===== src/rtl/core/lls_pkg.sv =====
// Shared types and constants for the LUT Laplacian sharpening stream block.
// No dependencies; every other file imports this package.
`default_nettype none

package lls_pkg;

  localparam int MAX_WIDTH  = 512;
  localparam int COL_W      = $clog2(MAX_WIDTH);
  localparam int DIM_W      = 10;
  localparam int MAX_HEIGHT = 512;
  localparam int MIN_DIM    = 3;
  localparam int WCMP_W     = (COL_W + 1 > DIM_W) ? COL_W + 1 : DIM_W;
  localparam int PIX_W      = 8;
  localparam int LUT_AW     = 8;
  localparam int LUT_DEPTH  = 256;
  localparam int GAIN_W     = 8;
  localparam int LAP_W      = 11;
  localparam int ACC_W      = 20;
  localparam int CFG_IDX_W  = 2;
  localparam int CFG_DATA_W = DIM_W;

  localparam logic [1:0] KIND_LUT   = 2'd0;
  localparam logic [1:0] KIND_PIXEL = 2'd1;
  localparam logic [1:0] KIND_DRAIN = 2'd2;

  localparam logic [CFG_IDX_W-1:0] CFG_GAIN   = 2'd0;
  localparam logic [CFG_IDX_W-1:0] CFG_WIDTH  = 2'd1;
  localparam logic [CFG_IDX_W-1:0] CFG_HEIGHT = 2'd2;

  typedef logic [PIX_W-1:0] pix_t;

  typedef struct packed {
    pix_t older;
    pix_t prev;
  } line_word_t;

  typedef struct packed {
    logic valid;
    logic last;
    logic border;
    pix_t centre;
    pix_t up;
    pix_t down;
    pix_t left;
  } s1_t;

endpackage

`default_nettype wire


===== src/rtl/core/lls_tone_table.sv =====
// Tone table: 256-entry RAM with per-entry valid bits; unwritten entries map to identity.
// Registered read, one write port. Depends on lls_pkg.
`default_nettype none

module lls_tone_table import lls_pkg::*; (
  input  wire logic              clk,
  input  wire logic              rst,
  input  wire logic              we,
  input  wire logic [LUT_AW-1:0] waddr,
  input  wire pix_t              wdata,
  input  wire logic              re,
  input  wire logic [LUT_AW-1:0] raddr,
  output pix_t                   rdata
);

  pix_t              mem [LUT_DEPTH];
  logic [LUT_DEPTH-1:0] vld;
  pix_t              q;
  logic              q_vld;
  logic [LUT_AW-1:0] q_addr;

  always_ff @(posedge clk) begin
    if (rst) begin
      vld <= '0;
    end else if (we) begin
      vld[waddr] <= 1'b1;
    end
  end

  always_ff @(posedge clk) begin
    if (we) begin
      mem[waddr] <= wdata;
    end
  end

  always_ff @(posedge clk) begin
    if (re) begin
      q      <= mem[raddr];
      q_vld  <= vld[raddr];
      q_addr <= raddr;
    end
  end

  assign rdata = q_vld ? q : pix_t'(q_addr);

endmodule

`default_nettype wire


===== config.mk =====
export PLATFORM = sky130hd
export DESIGN_NAME = lls_tone_table
export DESIGN_NICKNAME = d
export VERILOG_FILES = /design/src/rtl/core/lls_pkg.sv /design/src/rtl/core/lls_tone_table.sv
export SDC_FILE = /design/constraint.sdc
export NUM_CORES = 2
export LEC_CHECK = 0
export BUFFER_PORTS_ARGS = -buffer_cell sky130_fd_sc_hd__buf_2
export CORE_MARGIN = 2
export CORE_UTILIZATION = 23
export DETAILED_ROUTE_END_ITERATION = 8
export HOLD_SLACK_MARGIN = 0.12
export PLACE_DENSITY = 0.33
export SLEW_MARGIN = 20
export SYNTH_ARGS = -nofsm -noshare
export SYNTH_HDL_FRONTEND = slang
export SYNTH_SLANG_ARGS = --single-unit
export TNS_END_PERCENT = 1

===== constraint.sdc =====
create_clock -name clk -period 2.5 [get_ports clk]
set_input_delay 0.375 -clock clk [delete_from_list [all_inputs] [get_ports clk]]
set_output_delay 0.375 -clock clk [all_outputs]
set_load 0.005 [all_outputs]

==> impl_metrics.ini <==
[outcome]
status = complete, but fails checks
violations = negative setup slack

[timing]
setup_slack_ns = -0.08908
worst_clock_skew_ns = 0.04095
worstMarginPinSlew_ns = 0.9025
fin_crit_sh_pct = 103.6
hold_viol_final = 0
min_period_ns = 2.589
fmax_mhz = 386.2
fin_setup_tns_ns = -0.1175
slew_headroom_pct = 39.83
setup_viol = 2
slew_viol_final = 0
rsz0062_at_grt = yes

[die]
die_w_um = 626.5
initial_core_util_pct = 23.11
placementRows = 228
dieArea_um2 = 392600
io_pins = 36
fp.dieH_um = 626.5
fp.coreArea_um2 = 385700

[yosys]
syn_area_per_cell_um2 = 18.79
synth_seq_area_share_pct = 75.32
synth_cell_types = 54
synth_ff_type = edfxtp_1
synth_warnings = 0
synth_edf_count = 2065
ys_ff_latch = 2321
synthArstFlopShare_pct = 0
syn_inst = 4745
synth.cell_area_um2 = 89140
synth_nets = 4773

[power_and_ir_drop]
finalPower_w = 0.08714
power.density_nw_per_um2 = 777.8
vdd_drop_max_mv = 0.5186
leakage_nw = 36.39

[placement]
placedInstanceArea_um2 = 102900
placed_cells = 10550
gp_congestion = 0.7935
portBuffers = 35
dpl.hpwl_mm = 202.8

[clocking]
numCtsBuffers = 279
clk_pin_slew_worst_paths_ns = 0.06
cts_buffer_depth = 4
clock_latency_ns = 0.90
cts_tree = built
clockRootBuffer = clkbuf_16
clock-sinks = 2321
htree_levels = 5

[critical_path]
cp-start-kind = register
crit_path_max_incr_delay_ns = 0.73
critPathArrivalTime_ns = 3.22
required_ns = 3.14
end_kind = register
path_max_fanout = 1
crit_path_top_delay_cell = nor4_4
crit_chain = mux4_2 > a22oi_2 > a21oi_2 > nor4_4 > buf_4 > nor4_1
path_class = reg2reg

[drt]
antenna_left = 0
drt_iter0_drc = 3814
via_per_inst = 4.341
drc = 0
via_count = 48130
wire_per_inst_um = 27.61
first_pass_iters = 5
wirelength_mm = 306.1

[global_route]
grt-ovfl-total = 0
grt_use_total_pct = 15.38
grt_pass1_vias = 50090
grt_max_degree = 93
grt_pass1_wl_mm = 419.9
grt_antenna_before_repair = 40

[cells_and_area]
fillCellCount = 38270
regArea_um2 = 67130
syn2layout_area_growth_pct = 25.70
final_cells = 11090
final_common_cell = edfxtp_1
final_cell_mix = 2065 x edfxtp_1, 743 x buf_4, 742 x nor2_1
fin_nets = 5700
drive_above_1_share_pct = 32.27
multiInputGateArea_um2 = 20630
post-route-cell-area_um2 = 112000

[job]
drv_cap = 0

[min_path]
hold_class = in2reg
==> kinds of logic (layout without fill, tap and decap cells) <==
group,after synthesis,count (layout),share of synthesized area [%]
flops,2321,2321,75.32
buf+inv,293,1448,1.807
other cells,0,12,0
simple gates,939,939,4.371
mux,669,669,14.42
compound gates,523,523,4.086
==> per-stage QoR <==
stage	setup slack, ns	utilization (%)	hold slack (ns)
6_report	-0.08908	29.05	0.2053
5_1_grt	-0.1032	29.04	0.1410
4_1_cts	-0.1209	29.03	0.1205
3_5_place_dp	-1.141	26.69	0.4530
3_3_place_gp	-1.493	26.68	0.4440
2_1_floorplan	0.1575	-	0.4316
==> registers in the layout (all words and copies together), names as in the netlist <==
signal	count
mem	2048
q	8
q_addr	8
q_vld	1
vld	256
==> worst paths after layout <==
| kind | startpoint | end | slack, ns | cells past startpoint |
|---|---|---|---|---|
| max | mem[95][6] | q[6] | -0.09 | 6 |
| min | raddr[5] | q_addr[5] | 0.21 | 3 |
| max reg2reg | mem[95][6] | q[6] | -0.09 | 6 |
| min reg2reg | vld[70] | vld[70] | 0.46 | 2 |
==> final cells by class <==
cell class | count | area share (%)
Inverter | 3 | 0.01005
Clock inverter | 104 | 0.8476
Timing Repair Buffer | 936 | 7.967
Tap cell | 5175 | 5.779
Antenna cell | 12 | 0.02680
Multi-Input combinational cell | 2131 | 18.41
Clock buffer | 405 | 7.037
Sequential cell | 2321 | 59.92
==> power by group <==
group	total, W	leakage, nW	internal, W	switching (W)
Sequential	0.0423	20.6	0.0423	0.0000472
Combinational	0.00515	11.5	0.00197	0.00319
Clock	0.0396	4.30	0.0232	0.0164
Total	0.0871	36.4	0.0675	0.0196
==> worst max-delay path: cells and delay by family (launching register included) <==
kind,cells,cell delay [ns]
AND/OR/NAND/NOR,2,0.77
flip-flops,1,0.35
multiplexers,1,0.50
AO/OA/AOI/OAI,2,0.49
buffers and inverters,1,0.23
==> timing repair <==
| action | in CTS | in global routing |
|---|---|---|
| gates resized for setup | 12 | 10 |
| hold buffers | 13 | 0 |
| buffers inserted | 1 | 0 |
| endpoints found under the hold margin | 782 | 0 |
| pin swaps | 1 | 3 |
| setup endpoints to repair | 14 | 8 |
==> routing by layer <==
layer  global-route usage [%]  routed length, µm  share of wire [%]  up-vias
li1                         -                  -                  -    21050
met1                    20.91             137300                 45    25620
met2                    24.94             144200                 47     1074
met3                    2.989              15530                5.1      378
met4                    4.276               9076                3.0        6
met5                        0                 41              0.013        -
==> synth_stat cells (2+ instances only) <==
library cell | number | area (µm²)
edfxtp_1 | 2065 | 62010
nor2_1 | 746 | 2800
mux4_2 | 478 | 10770
dfxtp_1 | 256 | 5125
a22oi_1 | 183 | 1374
clkbuf_1 | 154 | 578.1
mux2i_1 | 145 | 1451
a21oi_1 | 120 | 600.6
buf_2 | 54 | 270.3
o22ai_1 | 45 | 281.5
o221ai_1 | 44 | 385.4
mux2_2 | 38 | 427.9
o21ai_0 | 37 | 185.2
nand2_1 | 33 | 123.9
a211oi_1 | 32 | 240.2
nor4_1 | 32 | 200.2
nand3_1 | 31 | 155.2
buf_4 | 29 | 217.7
o21ba_2 | 29 | 290.3
nor2b_1 | 28 | 175.2
nor3_1 | 24 | 120.1
buf_6 | 19 | 214.0
buf_1 | 16 | 60.06
buf_8 | 12 | 180.2
nand4_1 | 10 | 62.56
nand2b_1 | 9 | 56.30
mux4_1 | 8 | 210.2
a221oi_1 | 7 | 61.31
o31a_1 | 7 | 61.31
or2_2 | 7 | 43.79
a32oi_1 | 4 | 35.03
and3b_1 | 4 | 35.03
a22o_1 | 3 | 26.28
a31oi_1 | 3 | 18.77
and2_1 | 3 | 18.77
buf_12 | 3 | 60.06
inv_1 | 3 | 11.26
nand3b_1 | 3 | 22.52
and3_1 | 2 | 12.51
clkbuf_2 | 2 | 10.01
o21a_1 | 2 | 15.01
o32ai_1 | 2 | 17.52
or3b_2 | 2 | 17.52
No activity file was read; power rests on OpenSTA's default activity.
