[src/rtl/core/lls_pkg.sv]
// Shared types and constants for the LUT Laplacian sharpening stream block.
// No dependencies; every other file imports this package.
`default_nettype none

package lls_pkg;

  localparam int MAX_WIDTH  = 512;
  localparam int COL_W      = $clog2(MAX_WIDTH);
  localparam int DIM_W      = 10;
  localparam int MAX_HEIGHT = 512;
  localparam int MIN_DIM    = 3;
  localparam int WCMP_W     = (COL_W + 1 > DIM_W) ? COL_W + 1 : DIM_W;
  localparam int PIX_W      = 8;
  localparam int LUT_AW     = 8;
  localparam int LUT_DEPTH  = 256;
  localparam int GAIN_W     = 8;
  localparam int LAP_W      = 11;
  localparam int ACC_W      = 20;
  localparam int CFG_IDX_W  = 2;
  localparam int CFG_DATA_W = DIM_W;

  localparam logic [1:0] KIND_LUT   = 2'd0;
  localparam logic [1:0] KIND_PIXEL = 2'd1;
  localparam logic [1:0] KIND_DRAIN = 2'd2;

  localparam logic [CFG_IDX_W-1:0] CFG_GAIN   = 2'd0;
  localparam logic [CFG_IDX_W-1:0] CFG_WIDTH  = 2'd1;
  localparam logic [CFG_IDX_W-1:0] CFG_HEIGHT = 2'd2;

  typedef logic [PIX_W-1:0] pix_t;

  typedef struct packed {
    pix_t older;
    pix_t prev;
  } line_word_t;

  typedef struct packed {
    logic valid;
    logic last;
    logic border;
    pix_t centre;
    pix_t up;
    pix_t down;
    pix_t left;
  } s1_t;

endpackage

`default_nettype wire

[src/rtl/core/lls_if.sv]
// Stream channel interfaces: pixel/table input beats and processed pixel output beats.
// Depends on lls_pkg.
`default_nettype none


interface lls_out_if import lls_pkg::*; ();
  logic valid;
  logic ready;
  pix_t pixel_out;
  logic last_pixel;

  modport source (output valid, pixel_out, last_pixel, input ready);
  modport sink   (input valid, pixel_out, last_pixel, output ready);
endinterface

`default_nettype wire

[src/rtl/core/lls_sharpen.sv]
// Sharpening datapath: Laplacian times gain, then subtract, scale, saturate, output register.
// Two registered stages after the stage-one operands. Depends on lls_pkg, lls_if.
`default_nettype none

module lls_sharpen import lls_pkg::*; (
  input  wire logic              clk,
  input  wire logic              rst,
  input  wire s1_t               s1,
  input  wire pix_t              tone,
  input  wire pix_t              right,
  input  wire logic [GAIN_W-1:0] gain,
  output logic                   s2_free,
  lls_out_if.source              pix_out
);

  logic [PIX_W+1:0]        nsum;
  logic signed [LAP_W-1:0] lap;
  logic signed [ACC_W-1:0] prod;
  logic                    s2_valid;
  logic                    s2_last;
  pix_t                    s2_tone;
  logic signed [ACC_W-1:0] s2_prod;
  logic signed [ACC_W-1:0] v;
  pix_t                    res;
  logic                    out_valid;
  pix_t                    out_pix;
  logic                    out_last;
  logic                    en_out;

  assign nsum = (PIX_W+2)'(s1.up) + (PIX_W+2)'(s1.down)
              + (PIX_W+2)'(s1.left) + (PIX_W+2)'(right);
  assign lap  = $signed({1'b0, nsum}) - $signed({1'b0, s1.centre, 2'b00});
  assign prod = $signed({1'b0, gain}) * lap;

  assign en_out  = !out_valid || pix_out.ready;
  assign s2_free = en_out || !s2_valid;

  always_ff @(posedge clk) begin
    if (rst) begin
      s2_valid <= 1'b0;
    end else if (s2_free) begin
      s2_valid <= s1.valid;
    end
  end

  always_ff @(posedge clk) begin
    if (s2_free && s1.valid) begin
      s2_last <= s1.last;
      s2_tone <= tone;
      s2_prod <= s1.border ? '0 : prod;
    end
  end

  assign v = $signed({{(ACC_W-PIX_W-8){1'b0}}, s2_tone, 8'h00}) - s2_prod;

  always_comb begin
    if (v[ACC_W-1]) begin
      res = '0;
    end else if (|v[ACC_W-2:PIX_W+8]) begin
      res = '1;
    end else begin
      res = v[PIX_W+7:8];
    end
  end

  always_ff @(posedge clk) begin
    if (rst) begin
      out_valid <= 1'b0;
    end else if (en_out) begin
      out_valid <= s2_valid;
    end
  end

  always_ff @(posedge clk) begin
    if (en_out && s2_valid) begin
      out_pix  <= res;
      out_last <= s2_last;
    end
  end

  assign pix_out.valid      = out_valid;
  assign pix_out.pixel_out  = out_pix;
  assign pix_out.last_pixel = out_last;

endmodule

`default_nettype wire

[src/flat_wrapper.sv]
// flat-port wrapper written by rule: the top's interface ports become plain ports
module lls_sharpen_flat import lls_pkg::*;
  (clk, rst, s1, tone, right, gain, s2_free, pix_out_valid, pix_out_pixel_out, pix_out_last_pixel, pix_out_ready);
  lls_out_if pix_out_i ();
  input  wire logic clk;
  input  wire logic rst;
  input  wire s1_t s1;
  input  wire pix_t tone;
  input  wire pix_t right;
  input  wire logic [GAIN_W-1:0] gain;
  output logic s2_free;
  output wire logic [$bits(pix_out_i.valid)-1:0] pix_out_valid;
  output wire logic [$bits(pix_out_i.pixel_out)-1:0] pix_out_pixel_out;
  output wire logic [$bits(pix_out_i.last_pixel)-1:0] pix_out_last_pixel;
  input wire logic [$bits(pix_out_i.ready)-1:0] pix_out_ready;
  assign pix_out_valid = pix_out_i.valid;
  assign pix_out_pixel_out = pix_out_i.pixel_out;
  assign pix_out_last_pixel = pix_out_i.last_pixel;
  assign pix_out_i.ready = pix_out_ready;
  lls_sharpen u_core (.clk(clk), .rst(rst), .s1(s1), .tone(tone), .right(right), .gain(gain), .s2_free(s2_free), .pix_out(pix_out_i));
endmodule
[config.mk]
export PLATFORM = sky130hd
export DESIGN_NAME = lls_sharpen_flat
export DESIGN_NICKNAME = d
export VERILOG_FILES = /design/src/rtl/core/lls_pkg.sv /design/src/rtl/core/lls_if.sv /design/src/rtl/core/lls_sharpen.sv /design/src/flat_wrapper.sv
export SDC_FILE = /design/constraint.sdc
export NUM_CORES = 1
export LEC_CHECK = 0
export BUFFER_PORTS_ARGS = -buffer_cell sky130_fd_sc_hd__buf_2
export CAP_MARGIN = 5
export CORE_MARGIN = 5
export CORE_UTILIZATION = 55
export DETAILED_ROUTE_END_ITERATION = 7
export PLACE_DENSITY = 0.79
export SLEW_MARGIN = 20
export SYNTH_ARGS = -nofsm -noshare
export SYNTH_HDL_FRONTEND = slang
export SYNTH_SLANG_ARGS = --single-unit
[constraint.sdc]
create_clock -name clk -period 9 [get_ports clk]
set_clock_uncertainty 0.2 [all_clocks]
set_input_delay 1.8 -clock clk [delete_from_list [all_inputs] [get_ports clk]]
set_output_delay 1.8 -clock clk [all_outputs]
set_load 0.05 [all_outputs]
==> results.ini <==
[setup_path]
crit_fanout = 6
cp_top_family = adder cells
path_buf_inv = 7
crit_slowest_cell = fa_1
start_kind = input pin
cp.required_ns = 8.84
cpMostUsedCell = fa_1
slowest_delay_ns = 0.51
crit_path_end_kind = flop
reg2reg_slack_ns = 6.20
critPathArrivalTime_ns = 9.31
critical_path_class = in -> reg

[die]
start_util = 0.557
rows = 40
dieWidth_um = 120
core_area_mm2 = 0.0119
io_pins = 73
die_y_um = 120
dieArea_mm2 = 0.0144

[detailed_routing]
first_iter_violations = 403
dr.pass1.iters = 5
vias_per_cell = 5.73
wl_per_cell_um = 17.5
ant_nets = 0
wl_um = 18200
vias = 5932
drc = 0
route.met3.wl_um = 915
route.met2.wl_um = 9720
met1_length_um = 6680
top_layer_used = met4

[outcome]
status = finished with violations
violations = negative setup slack

[synth]
synth.top_cells.by_count = inv_1 (156), fa_1 (79), ha_1 (76)
synth_nets = 942
synth_cells = 725
synth_xor_area_frac = 0.0422
synth_top_family_by_area = adder cells
yosys-mux-area-fraction = 0.0181
yosysMostFrequentCell = inv_1
synth_flop_cell = edfxtp_1
async_reset_ff_frac = 0
yosys_warnings = 0
synth_edf_count = 38
synthTopCellsByArea = fa_1 (24%), edfxtp_1 (17%), ha_1 (14%)
syn-cell-area_mm2 = 0.00664
yosys.area.top_type_share = 0.238
synth-compound-area-share = 0.112
ys_ff_latch = 40
yosys.area_share.simple = 0.167
yosys.area.top_type = fa_1
synthAdderAreaFrac = 0.382
ys_seq_area_frac = 0.178
syn_area_per_cell_um2 = 9.15
synth_cell_types = 55

[sta]
worstMarginPinSlew_ns = 0.795
setup_ws_ns = -0.478
relSlewSlack = 0.469
fmax_mhz = 106
min_period_ns = 9.48
hold_viol = 0
setup_viol = 10
slew_violations = 0
rsz0062_at_grt = yes
fin_crit_sh = 1.05

[clocking]
clockRootBuffer = clkbuf_16
cts_tree = done
numCtsBuffers = 5
cts_hold_buf = 0
numClockSinks = 40
clockBufferDepth = 2
clk_pin_slew_worst_paths_ns = 0.06
cts_max_level = 2
clock_latency_ns = 0.28

[layout]
antennaDiodeCount = 0
fin_nets = 1105
instances_no_fill = 1036
drive_above_1_share = 0.342
syn2layout_area_growth_pct = 31.8

[place]
dp_cells = 1009
dp_hpwl_um = 12200
io_buffers = 72
routabilityCongestion = 0.869

[global_route]
grt_use_total = 0.231
grt_pass1_vias = 6389
grt_pass1_wl_um = 27800
grt_overflow = 0
grt_max_degree = 25
antenna_found_initial = 0

[hold_path]
hold_class = reg -> reg

[job]
maxCapViolations = 0

[cells in the final DEF (no fill, tap or decap), types with 5 or more instances in the layout]
master and instances:
ha_1 55, xor2_1 8, nor2b_1 30, a21oi_1 20, xnor2_2 7, ha_2 6, and3_4 5, and3_1 11
mux2_4 5, buf_4 93, a21oi_2 7, buf_6 13, inv_1 145, buf_2 70, nand2b_1 18, nand2_1 31
nor3_1 5, edfxtp_1 38, clkbuf_16 5, o21ai_0 5, o22ai_1 6, inv_2 11, fa_1 75, nor2_2 6
ha_4 15, nand3_1 13, xnor2_1 14, a211oi_1 9, nor2_1 29, a21o_1 12, and2_1 24
[metal layers]
metal | vias to the layer above | track usage
met5 | - | 0
met4 | 0 | 0.0895
met3 | 78 | 0.0240
met2 | 249 | 0.432
met1 | 2905 | 0.270
li1 | 2700 | -
[final timing paths]
check,start,to,cells past startpoint
worst max-delay path,s1[8],u_core.s2_prod[18]$_SDFFCE_PP0P_,35
worst max register to register,u_core.s2_tone[5]$_DFFE_PP_,u_core.pix_out.pixel_out[6]$_SDFFCE_PP0P_,7
worst min register to register,u_core.s2_last$_DFFE_PP_,u_core.pix_out.last_pixel$_DFFE_PP_,0
worst min-delay path,u_core.s2_last$_DFFE_PP_,u_core.pix_out.last_pixel$_DFFE_PP_,0
[timing repair]
item                                    in CTS  in global routing
pin swaps                                   62                 57
endpoints found under the setup margin      11                 12
setup buffers                               12                  7
resized for setup                           63                 62
[sequential cells by signal, indices dropped and copies added (netlist names)]
name,cells
u_core.s2_tone,8
u_core.s2_prod,20
u_core.pix_out.pixel_out,8
u_core.pix_out.valid,1
u_core.s2_last,1
u_core.s2_valid,1
u_core.pix_out.last_pixel,1
[cell families (layout without fill, tap and decap cells)]
logic type                 count (synthesis)  after routing
and+or+nand+nor                          204            204
xor gates and xnor gates                  32             32
buffers and inverters                    177            341
muxes                                     11             11
adders and majority gates                155            155
DFF                                       40             40
AOI/OAI and AO/OA                        106            106
[cell type report]
type | count | area, um2
clock buffers | 5 | 125
well taps | 147 | 184
repair buffers | 177 | 1210
inverters | 156 | 586
fillers | 762 | 3160
multi-input cells | 508 | 5420
clock inverters | 3 | 42.5
flip-flops and latches | 40 | 1180
[stage by stage]
stage                     hold WS (ns)   util  area (um2)  setup TNS, ns  setup WS (ns)
after floorplan                  0.200      -        6740          -2.16         -0.480
after global placement           0.204  0.658        7840          -4.81         -0.655
after detailed placement         0.208  0.658        7840          -6.54         -0.849
after CTS                        0.257  0.705        8400          -1.22         -0.293
after global routing             0.266  0.734        8750          -6.01         -0.727
final                            0.253  0.734        8750          -3.10         -0.478
Power is not shown: default switching activity piles up to over one toggle a cycle in this logic, so the estimate is an artifact.
